## src/hdl/buddy_block_allocator_assert.svh

```systemverilog
// assertion macros used by the buddy allocator controller
// expects clk and rst_n in the scope of use
`ifndef BUDDY_BLOCK_ALLOCATOR_ASSERT_SVH
`define BUDDY_BLOCK_ALLOCATOR_ASSERT_SVH

// same-cycle implication, quiet during reset
`define BBA_ASSERT_IMP(lbl, ante, cons, msg) \
    lbl: assert property (@(posedge clk) disable iff (!rst_n) (ante) |-> (cons)) \
        else $error(msg);

// next-cycle implication, quiet during reset
`define BBA_ASSERT_NXT(lbl, ante, cons, msg) \
    lbl: assert property (@(posedge clk) disable iff (!rst_n) (ante) |=> (cons)) \
        else $error(msg);

`endif

```

## src/hdl/bba_pkg.sv

```systemverilog
// types, constants and command codes of the buddy block allocator
// no dependencies
`default_nettype none
package bba_pkg;

    localparam int POOL_ORDER  = 8;
    localparam int POOL_UNITS  = 1 << POOL_ORDER;
    localparam int ORDER_COUNT = POOL_ORDER + 1;
    localparam int NODE_COUNT  = (2 << POOL_ORDER) - 1;
    localparam int UNIT_W      = POOL_ORDER;
    localparam int SIZE_W      = POOL_ORDER + 1;
    localparam int NODE_W      = POOL_ORDER + 1;
    localparam int ORD_W       = $clog2(ORDER_COUNT + 1);

    typedef enum logic [1:0] {
        ST_OK      = 2'd0,
        ST_NO_FREE = 2'd1,
        ST_NONE    = 2'd2,
        ST_TOO_BIG = 2'd3
    } status_t;

    typedef struct packed {
        logic              kind;
        logic [SIZE_W-1:0] request_size;
    } in_t;

    typedef struct packed {
        logic [1:0]        status;
        logic [UNIT_W-1:0] block_start;
        logic [UNIT_W-1:0] block_end;
        logic [SIZE_W-1:0] available;
    } out_t;

    typedef enum logic [2:0] {
        OP_NONE,
        OP_LOAD,
        OP_SEARCH,
        OP_SPLIT,
        OP_PUSH,
        OP_POP,
        OP_LDS,
        OP_MERGE
    } op_t;

    typedef struct packed {
        op_t     op;
        logic    err;
        status_t code;
    } cmd_t;

    typedef struct packed {
        logic too_big;
        logic is_free;
        logic stack_empty;
        logic found;
        logic at_top;
        logic split_done;
        logic merge_stop;
    } stat_t;

endpackage
`default_nettype wire

```

## src/hdl/bba_ctrl.sv

```systemverilog
// controller: sequences search, split, pop and merge steps; owns output valid
// depends on bba_pkg and buddy_block_allocator_assert.svh
`default_nettype none
`include "buddy_block_allocator_assert.svh"
module bba_ctrl (
    input  wire logic           clk,
    input  wire logic           rst_n,
    input  wire logic           in_valid,
    output logic                in_ready,
    output logic                out_valid,
    input  wire logic           out_ready,
    input  wire bba_pkg::stat_t stat,
    output bba_pkg::cmd_t       cmd
);
    import bba_pkg::*;

    typedef enum logic [2:0] {
        S_IDLE,
        S_CHECK,
        S_SEARCH,
        S_SPLIT,
        S_WAIT,
        S_MERGE
    } state_t;

    state_t state_reg, state_next;
    logic   out_valid_reg;
    logic   slot_free;
    logic   fin;

    assign slot_free = !out_valid_reg || out_ready;
    assign in_ready  = (state_reg == S_IDLE);
    assign out_valid = out_valid_reg;

    always_comb
    begin
        state_next = state_reg;
        cmd        = '{op: OP_NONE, err: 1'b0, code: ST_OK};
        fin        = 1'b0;
        unique case (state_reg)
            S_IDLE:
            begin
                if (in_valid)
                begin
                    cmd.op     = OP_LOAD;
                    state_next = S_CHECK;
                end
            end
            S_CHECK:
            begin
                if (slot_free)
                begin
                    priority if (stat.too_big)
                    begin
                        cmd.err  = 1'b1;
                        cmd.code = ST_TOO_BIG;
                        fin      = 1'b1;
                    end
                    else if (!stat.is_free)
                        state_next = S_SEARCH;
                    else if (stat.stack_empty)
                    begin
                        cmd.err  = 1'b1;
                        cmd.code = ST_NONE;
                        fin      = 1'b1;
                    end
                    else
                    begin
                        cmd.op     = OP_POP;
                        state_next = S_WAIT;
                    end
                end
            end
            S_SEARCH:
            begin
                if (slot_free)
                begin
                    cmd.op = OP_SEARCH;
                    priority if (stat.found)
                        state_next = S_SPLIT;
                    else if (stat.at_top)
                    begin
                        cmd.err  = 1'b1;
                        cmd.code = ST_NO_FREE;
                        fin      = 1'b1;
                    end
                    else
                        state_next = S_SEARCH;  // climb one order
                end
            end
            S_SPLIT:
            begin
                if (slot_free)
                begin
                    if (stat.split_done)
                    begin
                        cmd.op = OP_PUSH;
                        fin    = 1'b1;
                    end
                    else
                        cmd.op = OP_SPLIT;
                end
            end
            S_WAIT:
            begin
                cmd.op     = OP_LDS;
                state_next = S_MERGE;
            end
            S_MERGE:
            begin
                if (slot_free)
                begin
                    cmd.op = OP_MERGE;
                    fin    = stat.merge_stop;
                end
            end
            default:
                state_next = S_IDLE;
        endcase
        if (fin)
            state_next = S_IDLE;
    end

    always_ff @(posedge clk or negedge rst_n)
    begin
        if (!rst_n)
        begin
            state_reg     <= S_IDLE;
            out_valid_reg <= 1'b0;
        end
        else
        begin
            state_reg <= state_next;
            if (fin)
                out_valid_reg <= 1'b1;
            else if (out_ready)
                out_valid_reg <= 1'b0;
        end
    end

    `BBA_ASSERT_IMP(a_no_overwrite, fin, !out_valid_reg || out_ready, "result overwritten")
    `BBA_ASSERT_NXT(a_load_check, in_valid && in_ready, state_reg == S_CHECK, "load not checked")
    `BBA_ASSERT_NXT(a_wait_one, state_reg == S_WAIT, state_reg == S_MERGE, "stack read stalled")

endmodule
`default_nettype wire

```

## config.mk

```make
export PLATFORM = sky130hd
export DESIGN_NAME = bba_ctrl
export DESIGN_NICKNAME = d
export VERILOG_FILES = /design/src/hdl/bba_pkg.sv /design/src/hdl/bba_ctrl.sv
export VERILOG_INCLUDE_DIRS = /design/src /design/src/hdl
export SDC_FILE = /design/constraint.sdc
export NUM_CORES = 1
export LEC_CHECK = 0
export ABC_AREA = 1
export BUFFER_PORTS_ARGS = -buffer_cell sky130_fd_sc_hd__buf_4
export CAP_MARGIN = 10
export CORE_AREA = 5 5 43 45
export DETAILED_ROUTE_END_ITERATION = 10
export DIE_AREA = 0 0 48 50
export HOLD_SLACK_MARGIN = 0.08
export PLACE_DENSITY = 0.68
export SKIP_LAST_GASP = 1
export SLEW_MARGIN = 20
export SYNTH_ARGS = -nofsm -noshare
export SYNTH_HDL_FRONTEND = slang
export SYNTH_SLANG_ARGS = --single-unit
```

## constraint.sdc

```tcl
create_clock -name clk -period 2.8 [get_ports clk]
set_clock_uncertainty 0.15 [all_clocks]
set_input_delay 0.42 -clock clk [delete_from_list [all_inputs] [get_ports clk]]
set_output_delay 0.42 -clock clk [all_outputs]
set_load 0.05 [all_outputs]
```

# Yosys cells after proc, flatten, opt, wreduce, memory -nomap -nowiden

Cells that the tools add are included.

Word-level logic and storage cells: 58
Output and inout bits: 8
Input bits: 11
Register bits: 4

Reductions and logical operators: 6
Mux-type cells: 38
Equal/unequal tests: 12

Operators with widths:

| operator                                            | number |
|---|---|
| 2-to-1 mux 3 bit                                    | 18 |
| one-hot mux 3 bit (6 select lines)                  | 1 |
| one-hot mux 3 bit (5 select lines)                  | 1 |
| 2-to-1 mux 1 bit                                    | 13 |
| 2-to-1 mux 6 bit                                    | 2 |
| != test 3 bit, second input constant                | 3 |
| != test 4 bit, second input constant                | 2 |
| AND reduction 7 bit                                 | 1 |
| equality test 3 x 2 -> 1 bit, second input constant | 2 |
| equality test 3 bit, second input constant          | 2 |
| one-hot mux 3 bit (2 select lines)                  | 1 |
| 2-to-1 mux 5 bit                                    | 1 |
| one-hot mux 1 bit (4 select lines)                  | 1 |
| equality test 3 x 1 -> 1 bit, second input constant | 1 |
| zero test 3 bit                                     | 1 |
| != test 3 x 2 -> 1 bit, second input constant       | 1 |
| != test 2 x 1 -> 1 bit, second input constant       | 1 |
| nonzero test 2 bit                                  | 1 |
| OR reduction 2 bit                                  | 1 |
| zero test 1 bit                                     | 1 |
| logical OR 1 bit                                    | 1 |

# Logic depth before layout (Yosys ltp)

Gate-level depths: netlist of the first run.

Word-level depth: 7
Depth in mapped cells: 11

# Worst setup path before layout of the first run

No wires, ideal clock.

Path kind: reg-to-output
Start point: reg state_reg[2]
End point: out cmd[2] (netlist bit)
Buffers on the path: 0
Stages on the path, launching flop included: 4
Data required time: 2.230 ns
Arrival time: 1.647 ns
Slack: 0.583 ns
Path through: dfrtp_1 nor3_2 nand2_1 a21oi_1

RTL lines:

| what                   | RTL line        | text |
|---|---|---|
| from (decl)            | bba_ctrl.sv:26  | `state_t state_reg, state_next;` |
| from (signal assigned) | bba_ctrl.sv:133 | `state_reg <= state_next;` |
| to (decl)              | bba_ctrl.sv:13  | `output bba_pkg::cmd_t cmd` |

==> results.json, run 1 <==
{
  "status": "finished, final reports clean",
  "setup_slack_ns": 0.640,
  "dpl.hpwl_um": 1010,
  "first_global_vias": 532,
  "grt_use_total": 0.118,
  "dr.pass1.iters": 4,
  "antenna_cells": 0,
  "synth_top_cells_by_area": "dfrtp_1, nand2_1, inv_1",
  "drive_above_1_share": 0.347,
  "die_h_um": 50,
  "setup-violations-final": 0,
  "cts_tree": "yes",
  "synthCells": 74,
  "drv_cap": 0,
  "ir_worst_vdd_mv": 0.322,
  "syn_to_final_growth_pct": 38.1,
  "row_count": 14,
  "vias": 555,
  "cts_setup_buffers": 0,
  "yosys.area.top_type_share": 0.216,
  "grt_pass1_wl_um": 2140,
  "synth.avg_cell_area_um2": 6.26,
  "reg2reg_depth": 9,
  "ant_nets": 0,
  "h-tree-depth": 1,
  "ctsResizeCount": 0,
  "cts_inserted_buffers": 3,
  "synth-seq-cells": 4,
  "place_ws_ns": 0.903,
  "viasPerCell": 5.00,
  "wl_um": 1270,
  "dieArea_mm2": 0.00240,
  "fin_cells": 111,
  "r2r_end": "state_reg[0]",
  "relSlewSlack": 0.780,
  "grt_max_degree": 11,
  "clk_pin_slew_worst_paths_ns": 0.04,
  "hold_class": "primary input to asynchronous set/reset pin",
  "criticalPathCategory": "flop to output pin",
  "p_per_area_mw_per_mm2": 1270,
  "synth_top_cell_by_area": "dfrtp_1",
  "period_needed_ns": 2.16,
  "pin_count": 19,
  "fin_util": 0.445,
  "gr-total-overflow": 0,
  "fmax_mhz": 463,
  "antenna_found_initial": 0,
  "core_mm2": 0.00144,
  "start_util": 0.322,
  "synth.distinct_cells": 20,
  "cts_root_buf": "clkbuf_4",
  "hold_buffers": 1,
  "place.gp.congestion": 0.890,
  "syn-num-nets": 85,
  "rr_startpoint": "state_reg[0]",
  "stdcell_area_um2": 639,
  "cts_sinks": 4,
  "wl_per_cell_um": 11.5,
  "fin_hold_ws_ns": 0.370,
  "r2r_setup_slack_ns": 1.11,
  "rsz0062_at_grt": "false",
  "endpoint_kind": "output pin",
  "p_total_mw": 0.809,
  "dp.cells": 107,
  "fin_crit_sh": 0.771,
  "drtIter0Drc": 17,
  "largest_register_ffs": 3,
  "die_w_um": 48,
  "clock_latency_ns": 0.23,
  "worstPathMaxFanout": 8,
  "worstMarginPinSlew_ns": 0.328,
  "drv_slew": 0,
  "ys_seq_area_frac": 0.216,
  "io_buffer_count": 18,
  "power.leakage_nw": 0.364,
  "syn_area_um2": 463,
  "hold_viol_final": 0,
  "yosys_warnings": 0,
  "placed_area_um2": 607,
  "crit_required_ns": 2.23,
  "worstPathArrival_ns": 1.59,
  "cts.path.max_buffers": 2,
  "startpoint_type": "flop",
  "route.detailed.drc": 0,
  "final_nets": 108,
  "fin_tns_setup_ns": 0
}
[worst max-delay path: stages (launching register included)]
cell     delay [ns]
dfrtp_1        0.50
inv_2          0.08
nor3_2         0.27
nand2_1        0.11
a21oi_1        0.17
buf_4          0.22
[worst max path at each step]
stage                 startpoint  endpoint  cells past startpoint
global placement    state_reg[0]    cmd[5]                      5
finish              state_reg[0]    cmd[2]                      5
detailed placement  state_reg[0]    cmd[5]                      5
floorplan           state_reg[2]    cmd[2]                      3
CTS                 state_reg[0]    cmd[5]                      5
global route        state_reg[0]    cmd[2]                      5
[cell type report]
class / count / area [um^2]
well taps: 16 / 20.0
inverters: 16 / 60.1
multi-input cells: 53 / 292
fillers: 161 / 797
repair buffers: 19 / 145
flip-flops and latches: 4 / 100
clock buffers: 3 / 22.5
[layout by cell type, fill, tap and decap left out]
master	instances
o31ai_1	1
nor2_8	1
nand3_2	3
buf_4	18
nor3_1	2
nor2_1	6
o22ai_1	1
clkbuf_4	3
dlygate4sd3_1	1
nand2_1	15
nor2_2	1
dfrtp_1	4
nand4_1	4
o211ai_1	2
o21ai_0	1
nand3_1	7
inv_1	12
nor3_2	1
o21ai_1	3
inv_2	4
a21oi_1	3
nand2_2	2
[cell usage after synthesis]
library cell	n
nand2_1	15
inv_1	12
nand3_1	7
nor2_1	6
dfrtp_1	4
inv_2	4
nand4_1	4
a21oi_1	3
nand3_2	3
o21ai_1	3
nand2_2	2
nor3_1	2
o211ai_1	2
buf_6	1
nor2_2	1
nor2_8	1
nor3_2	1
o21ai_0	1
o22ai_1	1
o31ai_1	1
[power by group]
part           switching [mW]  internal, mW
Combinational           0.428         0.184
Sequential             0.0422        0.0826
Clock                  0.0244        0.0480
Total                   0.495         0.315
[cell families (layout without fill, tap and decap cells)]
| logic type | after synthesis | count (layout) | synth area share |
|---|---|---|---|
| and+or+nand+nor | 42 | 42 | 0.492 |
| DFF | 4 | 4 | 0.216 |
| buffers and inverters | 17 | 38 | 0.154 |
| AOI/OAI and AO/OA | 11 | 11 | 0.138 |
[routing by layer]
layer	wire [um]	track usage	vias up
met5	0	0	-
met4	0	0.0404	0
met3	119	0.0109	0
met2	647	0.203	17
met1	504	0.145	251
li1	-	-	287
Note: power is estimated with default switching activity, not from simulation.
==> run 2, diff against run 1 <==
ABC_AREA = 0   (was 1)
CORE_AREA = 5 5 42 44   (was 5 5 43 45)
DIE_AREA = 0 0 47 49   (was 0 0 48 50)
clock period = 2.15 ns   (was 2.8 ns; I/O delays follow)
==> run 2 against run 1 <==
- largest cell class unchanged
- combinational power increased by 30%
- first-iteration DRC count decreased by 18%
- count of clock-buffer cells in the layout unchanged
- critical endpoint is now cmd[5]
- critical path depth unchanged
- critical path type unchanged
==> results.json, run 2 <==
{
  "status": "finished, final reports clean",
  "wl_um": 1140,
  "antenna_cells": 0,
  "synthTopCellsByCount": "nor2_1, a21oi_1, dfrtp_1, nand2_1, nor3_1",
  "endpoint_kind": "output pin",
  "die_h_um": 49,
  "place_ws_ns": 0.227,
  "worstPathMaxFanout": 7,
  "use_met1": 0.155,
  "vias": 497,
  "fmax_mhz": 491,
  "met3_usage": 0.0111,
  "synth.avg_cell_area_um2": 8.33,
  "period_needed_ns": 2.04,
  "placed_area_um2": 614,
  "dieArea_mm2": 0.00230,
  "power.leakage_nw": 0.280,
  "synth-seq-cells": 4,
  "layout_common_cells": "buf_4, nor2_1, a21oi_1",
  "viasPerCell": 5.58,
  "syn_to_final_growth_pct": 50.6,
  "syn_area_um2": 433,
  "setup_slack_ns": 0.111,
  "die_w_um": 47,
  "grt_max_degree": 16,
  "clock_power_share": 0.085,
  "power.internal_mw": 0.468,
  "drv_cap": 0,
  "synthCells": 52,
  "dr.pass1.iters": 4,
  "synth.most_common_cell": "nor2_1",
  "antenna_found_initial": 0,
  "pin_count": 19,
  "met2_usage": 0.161,
  "wl_per_cell_um": 12.8,
  "drtIter0Drc": 14,
  "cts.path.max_buffers": 2,
  "cts_setup_buffers": 0,
  "ant_nets": 0,
  "synth_edf_count": 0,
  "cts_inserted_buffers": 3,
  "cts_sinks": 4,
  "route.detailed.drc": 0,
  "cts_tree": "yes",
  "synth_top_cells_by_area": "dfrtp_1, nor2_1, a211oi_2",
  "setup-violations-final": 0,
  "drv_slew": 0,
  "worstMarginPinSlew_ns": 0.316,
  "cts_root_buf": "clkbuf_4",
  "first_global_vias": 442,
  "yosys.area.top_type_share": 0.231,
  "p_total_mw": 1.06,
  "rsz0062_at_grt": "true",
  "row_count": 14,
  "synth_top_cell_by_area": "dfrtp_1",
  "syn-num-nets": 63,
  "place.gp.congestion": 0.873,
  "fin_crit_sh": 0.948,
  "relSlewSlack": 0.789,
  "h-tree-depth": 1,
  "drive_above_1_share": 0.521,
  "hold_viol_final": 0,
  "clk_pin_slew_worst_paths_ns": 0.04,
  "combPwrFrac": 0.752,
  "final_nets": 86,
  "ir_worst_vdd_mv": 0.663,
  "yosys_warnings": 0,
  "switching_power_mw": 0.591,
  "fin_hold_ws_ns": 0.269,
  "synthArstFlopShare": 1.00,
  "grt_pass1_wl_um": 1940,
  "swShare": 0.558,
  "crit_required_ns": 1.68,
  "p_seq_frac": 0.163,
  "ys_seq_area_frac": 0.231,
  "synth_top_flop_cell": "dfrtp_1",
  "start_util": 0.309,
  "gr-total-overflow": 0,
  "clock_latency_ns": 0.23,
  "stdcell_area_um2": 652,
  "criticalPathCategory": "flop to output pin",
  "worstPathArrival_ns": 1.57,
  "startpoint_type": "flop",
  "p_per_area_mw_per_mm2": 1620,
  "dpl.hpwl_um": 921,
  "final_common_cell": "buf_4",
  "io_buffer_count": 18,
  "synth.distinct_cells": 30,
  "gr-max-usage-layer": "met2",
  "core_mm2": 0.00140,
  "largest_register_ffs": 3,
  "grt_use_total": 0.111,
  "hold_class": "primary input to asynchronous set/reset pin"
}
-- run 2: cell count changes in the layout (fill, tap and decap cells not counted), moves of 3 or more --
cell | before | now
nand3_1 | 7 | 0
nand3_2 | 3 | 0
inv_2 | 4 | 1
nand4_1 | 4 | 0
inv_1 | 12 | 1
nand2_1 | 15 | 4
-- run 2: final cells by class --
class	count	area, um^2
Inverter	2	7.51
Multi-Input combinational cell	43	339
Timing Repair Buffer	21	160
Clock buffer	3	22.5
Sequential cell	4	103
Fill cell	149	749
Tap cell	16	20.0
-- run 2: per-layer routing --
| layer | up-vias | part of all wire |
|---|---|---|
| li1 | 240 | - |
| met1 | 245 | 0.41 |
| met2 | 12 | 0.53 |
| met3 | 0 | 0.066 |
| met4 | 0 | 0 |
| met5 | - | 0 |
-- run 2: path summary, 6_finish.rpt --
kind	startpoint	endpoint	slack [ns]	cells after the start
min reg2reg	state_reg[2]	state_reg[1]	0.49	2
max reg2reg	state_reg[2]	out_valid	0.60	5
max	out_valid	cmd[5]	0.11	5
min in group clk	stat[5]	state_reg[1]	0.27	3
min	rst_n	state_reg[0]	0.27	2
max in group asynchronous	rst_n	state_reg[1]	1.47	2
-- run 2: worst max-delay path, cell delays in order, from the launching register on --
cell and delay (ns):
dfrtp_1 0.38, and2b_1 0.27, nor2_2 0.19, a22oi_1 0.12, o22ai_2 0.15, buf_4 0.22
-- run 2: cells by family (layout without fill, tap and decap cells) --
family,Yosys count,after routing,synth area share
flip-flops,4,4,0.231
buffers and inverters,5,26,0.0722
AND/OR/NAND/NOR,24,24,0.355
AO/OA/AOI/OAI,19,19,0.341
-- run 2: power groups by stage --
stage                     Combinational, mW  Sequential [mW]  Clock, mW
after detailed placement              0.794            0.168          0
after global routing                  0.855            0.176      0.104
final                                 0.797            0.172     0.0899
after CTS                             0.796            0.168     0.0960
after global placement                0.792            0.170          0
after floorplan                       0.623            0.162          0
-- run 2: repair_timing --
item                                    4_1_cts  5_1_grt
endpoints found under the setup margin        0        4
hold endpoints to repair                      4        0
hold buffers                                  1        0
resized for setup                             0        3
-- run 2: through the flow --
step | TNS, ns | util | std cells
finish | 0 | 0.465 | 89
global route | -0.0177 | 0.465 | 89
CTS | 0 | 0.462 | 89
detailed placement | 0 | 0.438 | 85
global placement | 0 | 0.438 | 85
floorplan | -0.0659 | - | 52
==> run 3, diff against run 2 <==
clock period = 2.3 ns   (was 2.15 ns; I/O delays follow)
==> run 3 against run 2 <==
- register-to-register slack improved by 0.15 ns
- global-route usage rose by 0.62 points
- hold slack improved by 0.018 ns
- first-iteration DRC count fell by 36%
- highest routed layer unchanged
- clock power fell by 5.2%
- sequential power fell by 5%
- cell area fell by 2.1%
- setup slack improved by 0.13 ns
- core utilization fell by 0.98 points
- count of clock-buffer cells in the layout did not move
- die area did not move
- critical path depth did not move
==> results.json, run 3 (synthesis results as in run 2) <==
{
  "status": "finished, final reports clean",
  "pin_count": 19,
  "worstPathArrival_ns": 1.57,
  "hold_class": "primary input to flop",
  "drv_cap": 0,
  "power.leakage_nw": 0.274,
  "wl_met1_um": 512,
  "drv_slew": 0,
  "clock_latency_ns": 0.23,
  "crit_required_ns": 1.80,
  "drtIter0Drc": 9,
  "gr-total-overflow": 0,
  "dpl.hpwl_um": 888,
  "dieArea_mm2": 0.00230,
  "highest_layer": "met3",
  "hold_depth": 3,
  "rsz0062_at_grt": "false",
  "fin_crit_sh": 0.896,
  "fmax_mhz": 485,
  "syn_to_final_growth_pct": 47.4,
  "io_buffer_count": 18,
  "grt_pass1_wl_um": 1980,
  "period_needed_ns": 2.06,
  "final_common_cell": "buf_4",
  "wl_per_cell_um": 13.0,
  "grt_use_total": 0.117,
  "core_mm2": 0.00140,
  "dp.cells": 84,
  "die_w_um": 47,
  "wl_met3_um": 69,
  "crit_path_top_delay_cell": "dfrtp_1",
  "ir_worst_vdd_mv": 0.584,
  "clk_pin_slew_worst_paths_ns": 0.04,
  "r2r_end": "out_valid",
  "largest_register_ffs": 3,
  "viasPerCell": 5.23,
  "layout_common_cells": "buf_4, nor2_1, a21oi_1",
  "worstMarginPinSlew_ns": 0.367,
  "startpoint_type": "flop",
  "cpPeakStageDelay_ns": 0.38,
  "cts_root_buf": "clkbuf_4",
  "hold_viol_final": 0,
  "first_global_vias": 442,
  "vias": 460,
  "rr_startpoint": "state_reg[2]",
  "cts_inserted_buffers": 3,
  "fin_hold_ws_ns": 0.288,
  "r2r_setup_slack_ns": 0.75,
  "worstPathMaxFanout": 7,
  "p_per_area_mw_per_mm2": 1530,
  "wl_met2_um": 559,
  "h-tree-depth": 1,
  "antenna_found_initial": 0,
  "route.detailed.drc": 0,
  "cts_tree": "yes",
  "final_nets": 85,
  "criticalPathCategory": "flop to output pin",
  "drive_above_1_share": 0.486,
  "cts.path.max_buffers": 2,
  "endpoint_kind": "output pin",
  "path_buf_inv": 1,
  "fin_tns_setup_ns": 0,
  "critical_path.top_delay_family": "simple AND/OR/NAND/NOR gates",
  "fin_cells": 88,
  "holdPathEnd": "state_reg[1]",
  "relSlewSlack": 0.755,
  "place.gp.congestion": 0.776,
  "row_count": 14,
  "hold_start": "stat[5]",
  "antenna_cells": 0,
  "reg2reg_depth": 5,
  "setup-violations-final": 0,
  "cts_sinks": 4,
  "start_util": 0.309,
  "wl_um": 1140,
  "dr.pass1.iters": 4,
  "grt_max_degree": 16,
  "die_h_um": 49,
  "crit_chain": "and2b_1 -> nor2_2 -> a22oi_1 -> o22ai_2 -> buf_4",
  "ant_nets": 0
}
run 3: changes by cell type in the layout (fill, tap and decap cells not counted):
cell | before | now
buf_4 | 20 | 19
nor3_1 | 0 | 1
nor3_2 | 3 | 2
dfrtp_1 | 2 | 3
dfrtp_2 | 2 | 1
run 3: worst max path at each step:
stage                       startpoint  endpoint  slack [ns]  cells past startpoint
after floorplan              out_valid    cmd[1]        0.06                      2
after global placement       out_ready    cmd[3]        0.33                      6
after detailed placement     out_ready    cmd[5]        0.32                      6
after CTS                 state_reg[1]    cmd[0]        0.13                      5
after global routing         out_valid    cmd[5]        0.09                      5
final                        out_valid    cmd[5]        0.24                      5
run 3: final cells by class:
type | instances | area [um^2]
fill | 146 | 763
multi-input combinational | 43 | 334
timing repair buffer | 20 | 153
sequential | 4 | 101
clock buffer | 3 | 22.5
tap | 16 | 20.0
inverter | 2 | 7.51
run 3: layer usage:
layer	track usage	up-vias
li1	-	236
met5	0	-
met3	0.0554	0
met1	0.161	212
met2	0.156	12
met4	0.0415	0
run 3: through the flow:
step / instance area, um^2 / setup slack, ns / total power [mW] / util
final: 638 / 0.239 / 0.973 / 0.455
after global routing: 638 / 0.0908 / 1.05 / 0.455
after CTS: 634 / 0.126 / 0.976 / 0.453
after detailed placement: 602 / 0.319 / 0.883 / 0.429
after global placement: 602 / 0.329 / 0.881 / 0.429
after floorplan: 463 / 0.0616 / 0.727 / -
run 3: worst register-to-register path, stage by stage, from the launching register on:
cell,delay [ns]
dfrtp_1,0.37
buf_4,0.20
and2b_1,0.23
a21oi_1,0.08
o21a_4,0.22
or2_1,0.20
run 3: power breakdown:
group	switching [mW]	internal (mW)	leakage (nW)
Combinational	0.461	0.264	0.211
Clock	0.0270	0.0582	0.0138
Sequential	0.0597	0.103	0.0488
Total	0.548	0.426	0.274
run 3: what timing repair did:
| item | in CTS | in global routing |
|---|---|---|
| hold buffers | 1 | 0 |
| setup buffers | 0 | 0 |
| endpoints found under the setup margin | 0 | 2 |
| resized for setup | 0 | 2 |
| hold endpoints to repair | 4 | 0 |
